$ cat src/hdl/bct_pkg.sv
// shared types and constants of the bezier curve tessellator
package bct_pkg;

  // item kinds on the input tuser
  localparam logic [1:0] FUNC_LOAD  = 2'd0;
  localparam logic [1:0] FUNC_CUBIC = 2'd1;
  localparam logic [1:0] FUNC_QUAD  = 2'd2;

  // restoring divider runs one quotient bit per cycle over i << 16
  localparam int DIV_STEPS = 23;
  // weight products, one idle slot, twelve coordinate products, final writeback
  localparam int PIPE_LEN  = 21;
  localparam int PIPE_CW0  = 8;

  // input and output tdata widths
  localparam int IN_W   = 144;
  localparam int OUT_W  = 224;

  typedef enum logic [2:0] {
    OP_NONE,
    OP_LOAD,
    OP_START,
    OP_DIV_STEP,
    OP_EMIT
  } dp_op_t;

  typedef enum logic [3:0] {
    MUL_NONE,
    MUL_UU,
    MUL_UT,
    MUL_TT,
    MUL_UUU,
    MUL_UUT,
    MUL_UTT,
    MUL_TTT,
    MUL_CW
  } mul_op_t;

  typedef struct packed {
    dp_op_t     op;
    mul_op_t    mul;
    logic [1:0] pt;
    logic [1:0] axis;
  } bct_cmd_t;

  typedef struct packed {
    logic last_step;
    logic out_free;
  } bct_stat_t;

endpackage

$ cat src/hdl/bct_ctrl.sv
// sequencer of the tessellator: divide, weight and coordinate schedule, emit
module bct_ctrl (
  input  logic              clk,
  input  logic              rst,
  input  logic              s_tvalid,
  input  logic [1:0]        func,
  output logic              s_tready,
  input  bct_pkg::bct_stat_t stat,
  output bct_pkg::bct_cmd_t  cmd
);
  import bct_pkg::*;

  typedef enum logic [1:0] {S_IDLE, S_DIV, S_PIPE, S_EMIT} state_t;

  state_t     state;
  logic [4:0] cnt;
  logic [3:0] cw;

  assign s_tready = (state == S_IDLE);
  assign cw       = 4'(cnt - 5'(PIPE_CW0));

  // command decode
  always_comb begin
    cmd = '{op: OP_NONE, mul: MUL_NONE, pt: 2'd0, axis: 2'd0};
    case (state)
      S_IDLE: begin
        if (s_tvalid) begin
          if (func == FUNC_LOAD) cmd.op = OP_LOAD;
          else if (func == FUNC_CUBIC || func == FUNC_QUAD) cmd.op = OP_START;
        end
      end
      S_DIV: cmd.op = OP_DIV_STEP;
      S_PIPE: begin
        case (cnt)
          5'd0: cmd.mul = MUL_UU;
          5'd1: cmd.mul = MUL_UT;
          5'd2: cmd.mul = MUL_TT;
          5'd3: cmd.mul = MUL_UUU;
          5'd4: cmd.mul = MUL_UUT;
          5'd5: cmd.mul = MUL_UTT;
          5'd6: cmd.mul = MUL_TTT;
          default: begin
            if (cnt >= 5'(PIPE_CW0) && cnt < 5'(PIPE_CW0 + 12)) begin
              cmd.mul  = MUL_CW;
              cmd.pt   = cw[1:0];
              cmd.axis = cw[3:2];
            end
          end
        endcase
      end
      S_EMIT: if (stat.out_free) cmd.op = OP_EMIT;
      default: cmd.op = OP_NONE;
    endcase
  end

  // state and step counter
  always_ff @(posedge clk) begin
    if (rst) begin
      state <= S_IDLE;
      cnt   <= '0;
    end else begin
      case (state)
        S_IDLE: begin
          if (cmd.op == OP_START) begin
            state <= S_DIV;
            cnt   <= '0;
          end
        end
        S_DIV: begin
          if (cnt == 5'(DIV_STEPS - 1)) begin
            state <= S_PIPE;
            cnt   <= '0;
          end else cnt <= cnt + 5'd1;
        end
        S_PIPE: begin
          if (cnt == 5'(PIPE_LEN - 1)) begin
            state <= S_EMIT;
            cnt   <= '0;
          end else cnt <= cnt + 5'd1;
        end
        S_EMIT: begin
          if (stat.out_free) begin
            state <= stat.last_step ? S_IDLE : S_DIV;
            cnt   <= '0;
          end
        end
        default: state <= S_IDLE;
      endcase
    end
  end

endmodule

$ cat src/hdl/bct_dpath.sv
// datapath: control point store, divider, shared multiplier, accumulator, output register
module bct_dpath #(
  parameter int SEG_LIMIT = 64
) (
  input  logic                       clk,
  input  logic                       rst,
  input  logic [1:0]                 func,
  input  logic [bct_pkg::IN_W-1:0]   in_data,
  input  bct_pkg::bct_cmd_t          cmd,
  output bct_pkg::bct_stat_t         stat,
  output logic                       m_tvalid,
  input  logic                       m_tready,
  output logic [bct_pkg::OUT_W-1:0]  m_tdata,
  output logic                       m_tlast
);
  import bct_pkg::*;

  logic [31:0] store [4][3];
  logic [31:0] prev  [3];
  logic [31:0] cur   [3];
  logic [6:0]  n, step_index, seg_in, n_clamp;
  logic        cubic;
  logic [31:0] color;
  logic [22:0] dq;
  logic [7:0]  rem, r2;
  logic        qbit;
  logic [16:0] t, u;
  logic [33:0] uu, ut, tt;
  logic [16:0] w [4];
  logic signed [34:0] mul_a;
  logic signed [17:0] mul_b;
  logic signed [52:0] prod;
  mul_op_t     prod_op;
  logic [1:0]  prod_pt, prod_axis;
  logic [54:0] p3;
  logic signed [52:0] acc, sum;
  logic signed [36:0] shr;
  logic [31:0] sat;

  assign seg_in  = in_data[104:98];
  assign n_clamp = (seg_in == 7'd0) ? 7'd1 :
                   (seg_in > 7'(SEG_LIMIT)) ? 7'(SEG_LIMIT) : seg_in;
  assign t = dq[16:0];
  assign u = 17'h10000 - t;

  assign stat.last_step = (step_index == n);
  assign stat.out_free  = !m_tvalid || m_tready;

  // restoring divider step
  assign r2   = {rem[6:0], dq[22]};
  assign qbit = (r2 >= {1'b0, n});

  // shared multiplier operand select
  always_comb begin
    mul_a = '0;
    mul_b = '0;
    case (cmd.mul)
      MUL_UU:  begin mul_a = 35'(u);  mul_b = 18'(u); end
      MUL_UT:  begin mul_a = 35'(u);  mul_b = 18'(t); end
      MUL_TT:  begin mul_a = 35'(t);  mul_b = 18'(t); end
      MUL_UUU: begin mul_a = 35'(uu); mul_b = 18'(u); end
      MUL_UUT: begin mul_a = 35'(uu); mul_b = 18'(t); end
      MUL_UTT: begin mul_a = 35'(ut); mul_b = 18'(t); end
      MUL_TTT: begin mul_a = 35'(tt); mul_b = 18'(t); end
      MUL_CW: begin
        mul_a = 35'(signed'(store[cmd.pt][cmd.axis]));
        mul_b = 18'(w[cmd.pt]);
      end
      default: begin mul_a = '0; mul_b = '0; end
    endcase
  end

  // writeback helpers
  assign p3  = {2'b00, prod} + {1'b0, prod, 1'b0};
  assign sum = ((prod_pt == 2'd0) ? 53'sd0 : acc) + prod;
  assign shr = sum[52:16];
  always_comb begin
    if (shr > 37'sh7FFFFFFF) sat = 32'h7FFFFFFF;
    else if (shr < -37'sh80000000) sat = 32'h80000000;
    else sat = shr[31:0];
  end

  // multiplier register
  always_ff @(posedge clk) begin
    if (rst) prod_op <= MUL_NONE;
    else     prod_op <= cmd.mul;
    prod      <= mul_a * mul_b;
    prod_pt   <= cmd.pt;
    prod_axis <= cmd.axis;
  end

  // product writeback
  always_ff @(posedge clk) begin
    case (prod_op)
      MUL_UU:  uu <= prod[33:0];
      MUL_UT:  ut <= prod[33:0];
      MUL_TT:  tt <= prod[33:0];
      MUL_UUU: w[0] <= cubic ? prod[48:32] : uu[32:16];
      MUL_UUT: w[1] <= cubic ? p3[48:32]   : ut[31:15];
      MUL_UTT: w[2] <= cubic ? p3[48:32]   : tt[32:16];
      MUL_TTT: w[3] <= cubic ? prod[48:32] : 17'd0;
      MUL_CW: begin
        acc <= sum;
        if (prod_pt == 2'd3) cur[prod_axis] <= sat;
      end
      default: acc <= acc;
    endcase
  end

  // control point store
  always_ff @(posedge clk) begin
    if (rst) begin
      for (int p = 0; p < 4; p++)
        for (int k = 0; k < 3; k++) store[p][k] <= '0;
    end else if (cmd.op == OP_LOAD) begin
      store[in_data[1:0]][0] <= in_data[33:2];
      store[in_data[1:0]][1] <= in_data[65:34];
      store[in_data[1:0]][2] <= in_data[97:66];
    end
  end

  // curve setup, divider and step tracking
  always_ff @(posedge clk) begin
    if (rst) begin
      step_index <= '0;
      n          <= 7'd1;
    end else begin
      case (cmd.op)
        OP_START: begin
          n          <= n_clamp;
          cubic      <= (func == FUNC_CUBIC);
          color      <= in_data[136:105];
          for (int k = 0; k < 3; k++) prev[k] <= store[0][k];
          step_index <= 7'd1;
          dq         <= {7'd1, 16'd0};
          rem        <= '0;
        end
        OP_DIV_STEP: begin
          rem <= qbit ? (r2 - {1'b0, n}) : r2;
          dq  <= {dq[21:0], qbit};
        end
        OP_EMIT: begin
          for (int k = 0; k < 3; k++) prev[k] <= cur[k];
          if (!stat.last_step) begin
            step_index <= step_index + 7'd1;
            dq         <= {step_index + 7'd1, 16'd0};
            rem        <= '0;
          end
        end
        default: rem <= rem;
      endcase
    end
  end

  // output register
  always_ff @(posedge clk) begin
    if (rst) m_tvalid <= 1'b0;
    else if (cmd.op == OP_EMIT) m_tvalid <= 1'b1;
    else if (m_tready) m_tvalid <= 1'b0;
    if (cmd.op == OP_EMIT) begin
      m_tdata <= {color, cur[2], cur[1], cur[0], prev[2], prev[1], prev[0]};
      m_tlast <= stat.last_step;
    end
  end

endmodule

$ cat src/hdl/bezier_curve_tessellator_unit.sv
// top level of the bezier curve tessellator
//
// channel  dir  tdata                                              tuser  tlast
// s_*      in   point_index, coord_x/y/z, segment_count, color     func   -
// m_*      out  from_x/y/z, to_x/y/z, seg_color                    -      last
//
// a load item writes one control point; a start item gives n segments,
// each taking the divider steps, then the multiplier schedule, then an
// emit, paced by the one-bit-per-cycle divider and the single shared
// multiplier. a stalled output holds the next emit.
// reset clears the control store, the sequencer and the output valid.
module bezier_curve_tessellator_unit #(
  parameter int SEG_LIMIT = 64
) (
  input  logic         clk,
  input  logic         rst,
  input  logic         s_tvalid,
  output logic         s_tready,
  // point_index[1:0], coord_x[33:2], coord_y[65:34], coord_z[97:66],
  // segment_count[104:98], color_rgba[136:105], zero pad
  input  logic [143:0] s_tdata,
  // func[1:0]
  input  logic [1:0]   s_tuser,
  output logic         m_tvalid,
  input  logic         m_tready,
  // from_x, from_y, from_z, to_x, to_y, to_z, seg_color (32 bits each, low first)
  output logic [223:0] m_tdata,
  output logic         m_tlast
);
  import bct_pkg::*;

  bct_cmd_t  cmd;
  bct_stat_t stat;

  bct_ctrl u_ctrl (
    .clk      (clk),
    .rst      (rst),
    .s_tvalid (s_tvalid),
    .func     (s_tuser),
    .s_tready (s_tready),
    .stat     (stat),
    .cmd      (cmd)
  );

  bct_dpath #(.SEG_LIMIT(SEG_LIMIT)) u_dpath (
    .clk      (clk),
    .rst      (rst),
    .func     (s_tuser),
    .in_data  (s_tdata),
    .cmd      (cmd),
    .stat     (stat),
    .m_tvalid (m_tvalid),
    .m_tready (m_tready),
    .m_tdata  (m_tdata),
    .m_tlast  (m_tlast)
  );

endmodule

$ cat config.mk
export PLATFORM = sky130hd
export DESIGN_NAME = bezier_curve_tessellator_unit
export DESIGN_NICKNAME = d
export VERILOG_FILES = /design/src/hdl/bct_pkg.sv /design/src/hdl/bct_ctrl.sv /design/src/hdl/bct_dpath.sv /design/src/hdl/bezier_curve_tessellator_unit.sv
export SDC_FILE = /design/constraint.sdc
export NUM_CORES = 2
export LEC_CHECK = 0
export BUFFER_PORTS_ARGS = -buffer_cell sky130_fd_sc_hd__clkbuf_2
export CORE_ASPECT_RATIO = 1.1
export CORE_MARGIN = 1
export CORE_UTILIZATION = 35
export DETAILED_ROUTE_END_ITERATION = 8
export PLACE_DENSITY_LB_ADDON = 0.1
export SYNTH_ARGS = -nofsm -noshare
export SYNTH_HDL_FRONTEND = slang
export SYNTH_SLANG_ARGS = --single-unit
$ cat constraint.sdc
create_clock -name clk -period 11.8 [get_ports clk]
set_input_delay 1.77 -clock clk [delete_from_list [all_inputs] [get_ports clk]]
set_output_delay 1.77 -clock clk [all_outputs]
set_load 0.01 [all_outputs]
Yosys cells after proc, flatten, opt, wreduce, memory -nomap -nowiden
Memory sizes are Yosys's and may differ from the RTL's. A register that Yosys moved wholly into a read port is not among the register bits.
Index checks and enable logic that the tools add are counted.
{"block": "classes", "reduce_logical": 26, "eq_ne": 40, "order_cmp": 7, "addsub": 7, "multipliers": 1, "bitwise_logic": 5, "n_mux": 80}
{"cell": "2-to-1 mux 32 bit", "n": 7}
{"cell": "one-hot mux 35 bit (6 select lines)", "n": 1}
{"cell": "2-to-1 mux 17 bit", "n": 7}
{"cell": "2-to-1 mux 96 bit", "n": 1}
{"cell": "OR reduction 96 bit", "n": 1}
{"cell": "one-hot mux 23 bit (3 select lines)", "n": 1}
{"cell": "binary-select mux 32 bit (select 2 bit)", "n": 1}
{"cell": "adder 53 bit", "n": 1}
{"cell": "multiplier 35 x 18 -> 53 bit", "n": 1}
{"cell": "2-to-1 mux 53 bit", "n": 1}
{"cell": "one-hot mux 17 bit (3 select lines)", "n": 1}
{"cell": "OR reduction 17 bit", "n": 3}
{"cell": "adder 49 bit", "n": 1}
{"cell": "> comparator 37 x 32 -> 1 bit, second input constant", "n": 1}
{"cell": "less-than comparator 37 x 32 -> 1 bit, second input constant", "n": 1}
{"cell": "2-to-1 mux 7 bit", "n": 5}
{"cell": "equality test 4 x 3 -> 1 bit, second input constant", "n": 8}
{"cell": "2-to-1 mux 1 bit", "n": 29}
{"cell": "one-hot mux 4 bit (7 select lines)", "n": 1}
{"cell": "2-to-1 mux 23 bit", "n": 1}
{"cell": "one-hot mux 7 bit (3 select lines)", "n": 1}
{"cell": "2-to-1 mux 2 bit", "n": 10}
{"cell": "2-to-1 mux 5 bit", "n": 4}
{"cell": "one-hot mux 5 bit (4 select lines)", "n": 1}
{"cell": "other kinds (48)", "n": 77}
{"block": "word_totals", "n_memories": 4, "ramBits": 644, "in_bits": 150, "out_inout_bits": 227, "elab_cells": 189, "register_bits": 526}
{"memory": "u_dpath.store", "depth": 4, "word_bits": 96, "read_ports": 2, "rd_ports_with_merged_regs": 0, "write_ports": 4, "line_no": "bct_dpath.sv:18", "source": "logic [31:0] store [4][3];"}
{"memory": "u_dpath.cur", "depth": 3, "word_bits": 32, "read_ports": 3, "rd_ports_with_merged_regs": 0, "write_ports": 1, "line_no": "bct_dpath.sv:20", "source": "logic [31:0] cur [3];"}
{"memory": "u_dpath.prev", "depth": 3, "word_bits": 32, "read_ports": 3, "rd_ports_with_merged_regs": 3, "write_ports": 3, "line_no": "bct_dpath.sv:19", "source": "logic [31:0] prev [3];"}
{"memory": "u_dpath.w", "depth": 4, "word_bits": 17, "read_ports": 1, "rd_ports_with_merged_regs": 0, "write_ports": 1, "line_no": "bct_dpath.sv:29", "source": "logic [16:0] w [4];"}

Longest topological paths before layout
{"block": "depth", "word_depth": 12, "ltp_mapped": 43, "mapped_depth_nobuf": 36}

Hierarchy
From an unflattened synthesis, not the netlist that was laid out.
{"block": "hier_totals", "hier_cells": 5807, "hier_area_um2": 70863.0}
{"module": "bct_dpath", "area_each_um2": 70151.0, "cells_per_inst": 5722, "instances": 1, "seq_area_each_um2": 34162.8}
{"module": "bct_ctrl", "area_each_um2": 711.9, "cells_per_inst": 85, "instances": 1, "seq_area_each_um2": 140.1}

Worst setup path before layout
Ideal clock, no wire load.
{"block": "synth_timing", "kind": "in2reg", "from": "input s_tuser[0]", "to": "register u_dpath.dq[0], enable pin", "t_required_ns": 11.373, "setup_slack_ns": 1.648, "arrival_time_ns": 9.725, "path_buffers": 0, "path_stages": 8, "cell_sequence": "inv_1 ha_1 a31o_2 or3_1 inv_1 nand2_1 and2_1 a21oi_1"}
{"block": "synth_via", "elab_chain_len": 9, "elab_cells_between_ends": 14}
{"item": "start, declared", "line_no": "bezier_curve_tessellator_unit.sv:23", "source": "input logic [1:0] s_tuser,"}
{"item": "equality test 2 x 1 -> 1 bit or equality test 2 bit (tied branches)", "line_no": "bct_ctrl.sv:29", "source": "else if (func == FUNC_CUBIC || func == FUNC_QUAD) cmd.op = OP_START;"}
{"item": "logical OR 1 bit", "line_no": "bct_ctrl.sv:29"}
{"item": "2-to-1 mux 2 bit", "line_no": "bct_ctrl.sv:29"}
{"item": "2-to-1 mux 2 bit *", "line_no": "bct_ctrl.sv:28", "source": "if (func == FUNC_LOAD) cmd.op = OP_LOAD;"}
{"item": "2-to-1 mux 3 bit *", "line_no": "bct_ctrl.sv:27", "source": "if (s_tvalid) begin"}
{"item": "one-hot mux 3 bit (3 select lines) *", "line_no": "bct_ctrl.sv:25", "source": "case (state)"}
{"item": "equality test 3 bit or equality test 3 x 2 -> 1 bit (tied branches)", "line_no": "bct_dpath.sv:128", "source": "case (cmd.op)"}
{"item": "!= test 2 bit (no source line) or nonzero test 3 bit (tied branches)"}
{"item": "AND reduction 3 bit (no source line) *"}
{"item": "end signal, assigned", "line_no": "bct_dpath.sv:135", "source": "dq <= {7'd1, 16'd0};"}
{"item": "end signal, assigned", "line_no": "bct_dpath.sv:140", "source": "dq <= {dq[21:0], qbit};"}
{"item": "end signal, assigned", "line_no": "bct_dpath.sv:146", "source": "dq <= {step_index + 7'd1, 16'd0};"}
{"item": "end, declared", "line_no": "bct_dpath.sv:24", "source": "logic [22:0] dq;"}
Every way passes the cells marked *; elsewhere a longest branch is shown, timed or not.
A chain may end at the register's enable or synchronous reset.

Worst setup path in the final report
{"block": "layout_timing", "from": "register u_ctrl.state[0]", "to": "register u_dpath.prod[52]"}
{"block": "layout_via", "elab_chain_len": 8, "elab_cells_between_ends": 23}
{"item": "start, declared", "line_no": "bct_ctrl.sv:15", "source": "state_t state;"}
{"item": "start signal, assigned", "line_no": "bct_ctrl.sv:83", "source": "state <= stat.last_step ? S_IDLE : S_DIV;"}
{"item": "equality test 2 bit *", "line_no": "bct_ctrl.sv:25"}
{"item": "2-to-1 mux 8 bit *", "line_no": "bct_ctrl.sv:25"}
{"item": "memory (4 x 96 bit) or NOT 2 -> 3 bit (tied branches)"}
{"item": "binary-select mux 32 bit (select 2 bit)", "line_no": "bct_dpath.sv:66", "source": "mul_a = 35'(signed'(store[cmd.pt][cmd.axis]));"}
{"item": "2-to-1 mux 32 bit (implied by the code) (2 in series)", "line_no": "bct_dpath.sv:66"}
{"item": "one-hot mux 35 bit (6 select lines)", "line_no": "bct_dpath.sv:57", "source": "case (cmd.mul)"}
{"item": "multiplier 35 x 18 -> 53 bit *", "line_no": "bct_dpath.sv:87", "source": "prod <= mul_a * mul_b;"}
{"item": "end signal, assigned", "line_no": "bct_dpath.sv:87"}
{"item": "end, declared", "line_no": "bct_dpath.sv:32", "source": "logic signed [52:0] prod;"}
Every way passes the cells marked *; elsewhere a longest branch is shown, timed or not. The select of a mux whose other input is x is not followed.

==> results.cfg <==
[global_routing]
grt_max_degree = 96
use_met3 = 0.02615
use_met2 = 0.3553
top_usage_layer = met2
grt_use_met1 = 0.2986
overflow = 0
antenna_found_initial = 22
track_usage = 0.2156
grt_pass1_wl_um = 328300
grt_pass1_vias = 48580

[cts]
insertion_delay_ps = 790
clockBufferDepth = 3
cts_buffers = 135
path_clk_slew_ps = 60
ctsHoldBuffers = 0
post_cts_resized = 0
h-tree-depth = 4
post_cts_buffers = 0
cts.sinks = 1170
cts_root_buf = clkbuf_16
cts_tree = done

[detailed_routing]
ant_nets = 0
wire_per_inst_um = 23.92
routed_via_density = 5.074
remaining_drc_errors = 0
routed_wirelength_um = 223500
vias = 47400
drtIter0Drc = 3158
dr.pass1.iters = 5

[floorplanning]
die_w_um = 433.4
rows = 173
die_h_um = 476.5
pin_count = 377
floorplan.initialDensity = 0.3536
core_sq_um = 202600
dieArea_sq_um = 206500

[logic_synthesis]
async_reset_ff_frac = 0
synth.cell_area_sq_um = 71650
yosys_most_used_dff = edfxtp_1
yosys_warnings = 0
synth-edff-count = 1087
syn-instance-count = 6169
synth_cell_types = 91
yosys.area.top_type = edfxtp_1
synth_fp_nets = 7129
ys_ff_latch = 1170
avgSynthCellArea_sq_um = 11.61
yosys.area.top_type_share = 0.4556
ys_top_cells_by_area = edfxtp_1, fa_1, ha_1, inv_1, and2_1
synth_seq_area_share = 0.4788

[finish]
layoutNonFillerInstCount = 9341
drive_gt1_frac = 0.1438
synthToLayoutAreaGrowth_pct = 13.62
layout.nets = 7474

[sta]
slew_viol_final = 0
finalHoldViolCount = 0
tightest_slew_ps = 1278
period_minus_slack_ps = 10560
rsz0062_at_grt = false
clock_skew_ps = 54.86
setup_viol = 0
setup_slack_ps = 1236
fmax_mhz = 94.66
maxSlewHeadroom = 0.1423
finalCritPeriodShare = 0.8953
tns_ps = 0

[critical_path]
crit_slowest_cell = a2111oi_4
crit_path_end_kind = register
worst-setup-path-type = register to register
worstPathRequired_ps = 12460
slowest_delay_ps = 820
cp_common_cell = fa_1
critPathMaxFanout = 17
critPathLaunchType = register
arrival_ps = 11220

[power_and_ir_drop]
switching_share = 0.2766
leakagePower_nw = 33.45
p_int_mw = 7.716
power_frac_seq = 0.465
power_frac_clock = 0.392
p_total_mw = 10.67
power.density_nw_per_um2 = 131.0
comb_power_share = 0.143
vdd_drop_max_uv = 145.5
switchingPower_mw = 2.950

[placed_design]
hpwl_um = 163800
port_buffers = 369
pre_cts_ws_ps = 1135
place_inst = 9089
place_congestion = 0.8656

[flow_run]
drv_cap = 0

[min_path]
worstHoldPathType = register to register

[outcome]
outcome = completed
==> critical path, delay by kind of cell (launching register included) <==
| family | cells | cell delay, ps |
|---|---|---|
| AO/OA/AOI/OAI | 12 | 3780 |
| XOR/XNOR | 1 | 160 |
| adder cells (fa/ha/maj) | 8 | 3600 |
| buffers and inverters | 6 | 640 |
| flip-flops | 1 | 340 |
| AND/OR/NAND/NOR | 5 | 1930 |
==> power by group through the flow <==
stage / Sequential (mW) / Clock [mW] / Combinational [mW]
after floorplan: 4.98 / 0 / 0.909
after global placement: 5.04 / 0 / 1.53
after detailed placement: 5.05 / 0 / 1.54
after CTS: 4.96 / 4.27 / 1.55
after global routing: 4.98 / 4.41 / 1.66
final: 4.96 / 4.18 / 1.53
==> placed cells by master, fill, tap and decap left out, drive strengths merged, types with 19 or more instances in the layout <==
master / netlist / routed
and3: 54 / 54
a211oi: 23 / 23
a21o: 75 / 75
nand2: 670 / 670
buf: 95 / 137
xor2: 46 / 46
nor2: 435 / 435
clkinv: 0 / 53
mux2: 128 / 128
a311oi: 42 / 42
inv: 783 / 791
nor3: 44 / 44
nor2b: 107 / 107
a21oi: 255 / 255
fa: 568 / 568
edfxtp: 1087 / 1087
dfxtp: 83 / 83
nand3: 52 / 52
mux2i: 27 / 27
xnor2: 99 / 99
a221oi: 29 / 29
ha: 242 / 242
and2: 436 / 436
clkbuf: 203 / 540
a31oi: 39 / 39
nand4: 28 / 28
o21ai: 197 / 197
o21a: 22 / 22
mux4: 49 / 49
nand2b: 28 / 28
o21bai: 19 / 19
==> sequential cells by signal, indices dropped and copies added (netlist names), 4 cells and up <==
| signal | cells |
|---|---|
| u_dpath.n | 7 |
| u_dpath.step_index | 7 |
| u_dpath.ut | 34 |
| u_dpath.prev | 96 |
| u_dpath.color | 32 |
| u_dpath.uu | 34 |
| u_dpath.prod | 53 |
| u_dpath.store | 384 |
| u_dpath.rem | 7 |
| u_dpath.acc | 53 |
| m_tdata | 96 |
| u_dpath.dq | 23 |
| u_ctrl.cnt | 5 |
| u_dpath.prod_op | 4 |
| u_dpath.m_tdata | 128 |
| u_dpath.tt | 34 |
| u_dpath.w | 68 |
| u_dpath.cur | 96 |
==> worst paths after layout <==
| path | to | slack, ps | from | cells after the start |
|---|---|---|---|---|
| min reg2reg | m_tdata[85]$_DFFE_PP_ | 390 | u_dpath.prev[0][85]$_DFFE_PP_ | 0 |
| max reg2reg | u_dpath.prod[52]$_DFF_P_ | 1240 | u_ctrl.state[0]$_SDFFE_PP0P_ | 32 |
| max | u_dpath.prod[52]$_DFF_P_ | 1240 | u_ctrl.state[0]$_SDFFE_PP0P_ | 32 |
| min | m_tdata[85]$_DFFE_PP_ | 390 | u_dpath.prev[0][85]$_DFFE_PP_ | 0 |
==> synth_stat cells (all sizes together), types with 27 or more instances <==
library cell	count
dfxtp	83
xor2	46
a311oi	42
mux2i	27
o21ai	197
and2	436
nor2b	107
a31oi	39
inv	783
clkbuf	203
mux4	49
edfxtp	1087
a21o	75
a21oi	255
mux2	128
nand2	670
buf	95
nand4	28
nor3	44
nand3	52
a221oi	29
ha	242
fa	568
xnor2	99
and3	54
nand2b	28
nor2	435
==> per-layer routing <==
metal  share of wire  routed length, um
met4           0.025               5558
met1            0.45             100600
met3           0.045               9996
met5         0.00021                 48
met2            0.48             107300
==> per-stage QoR <==
step           hold slack (ps)  utilization  cell area [sq um]
4_1_cts                  390.8       0.4017              81400
3_3_place_gp             400.2       0.3802              77030
5_1_grt                  395.4       0.4018              81400
2_1_floorplan            400.3            -              71650
6_report                 393.2       0.4018              81410
3_5_place_dp             404.5       0.3802              77030
==> cell families (layout without fill, tap and decap cells) <==
kind of cell               count (synthesis)  in the layout  synth area share
AOI/OAI and AO/OA                        841            841           0.07626
xor gates and xnor gates                 145            145           0.01773
adders and majority gates                810            810            0.2010
buffers and inverters                   1081           1537           0.05843
DFF                                     1170           1170            0.4788
muxes                                    204            204           0.03929
other                                      0              4                 0
and+or+nand+nor                         1918           1918            0.1285
==> layout make-up <==
| cell class | count | area [sq um] |
|---|---|---|
| multi-input cells | 3918 | 33430 |
| fillers | 19650 | 121200 |
| flip-flops and latches | 1170 | 34320 |
| repair buffers | 506 | 2938 |
| clock inverters | 77 | 708.2 |
| clock buffers | 171 | 3660 |
| inverters | 783 | 2947 |
| well taps | 2712 | 3393 |
| diodes | 4 | 10.01 |
Note: power is estimated with default switching activity, not from simulation.
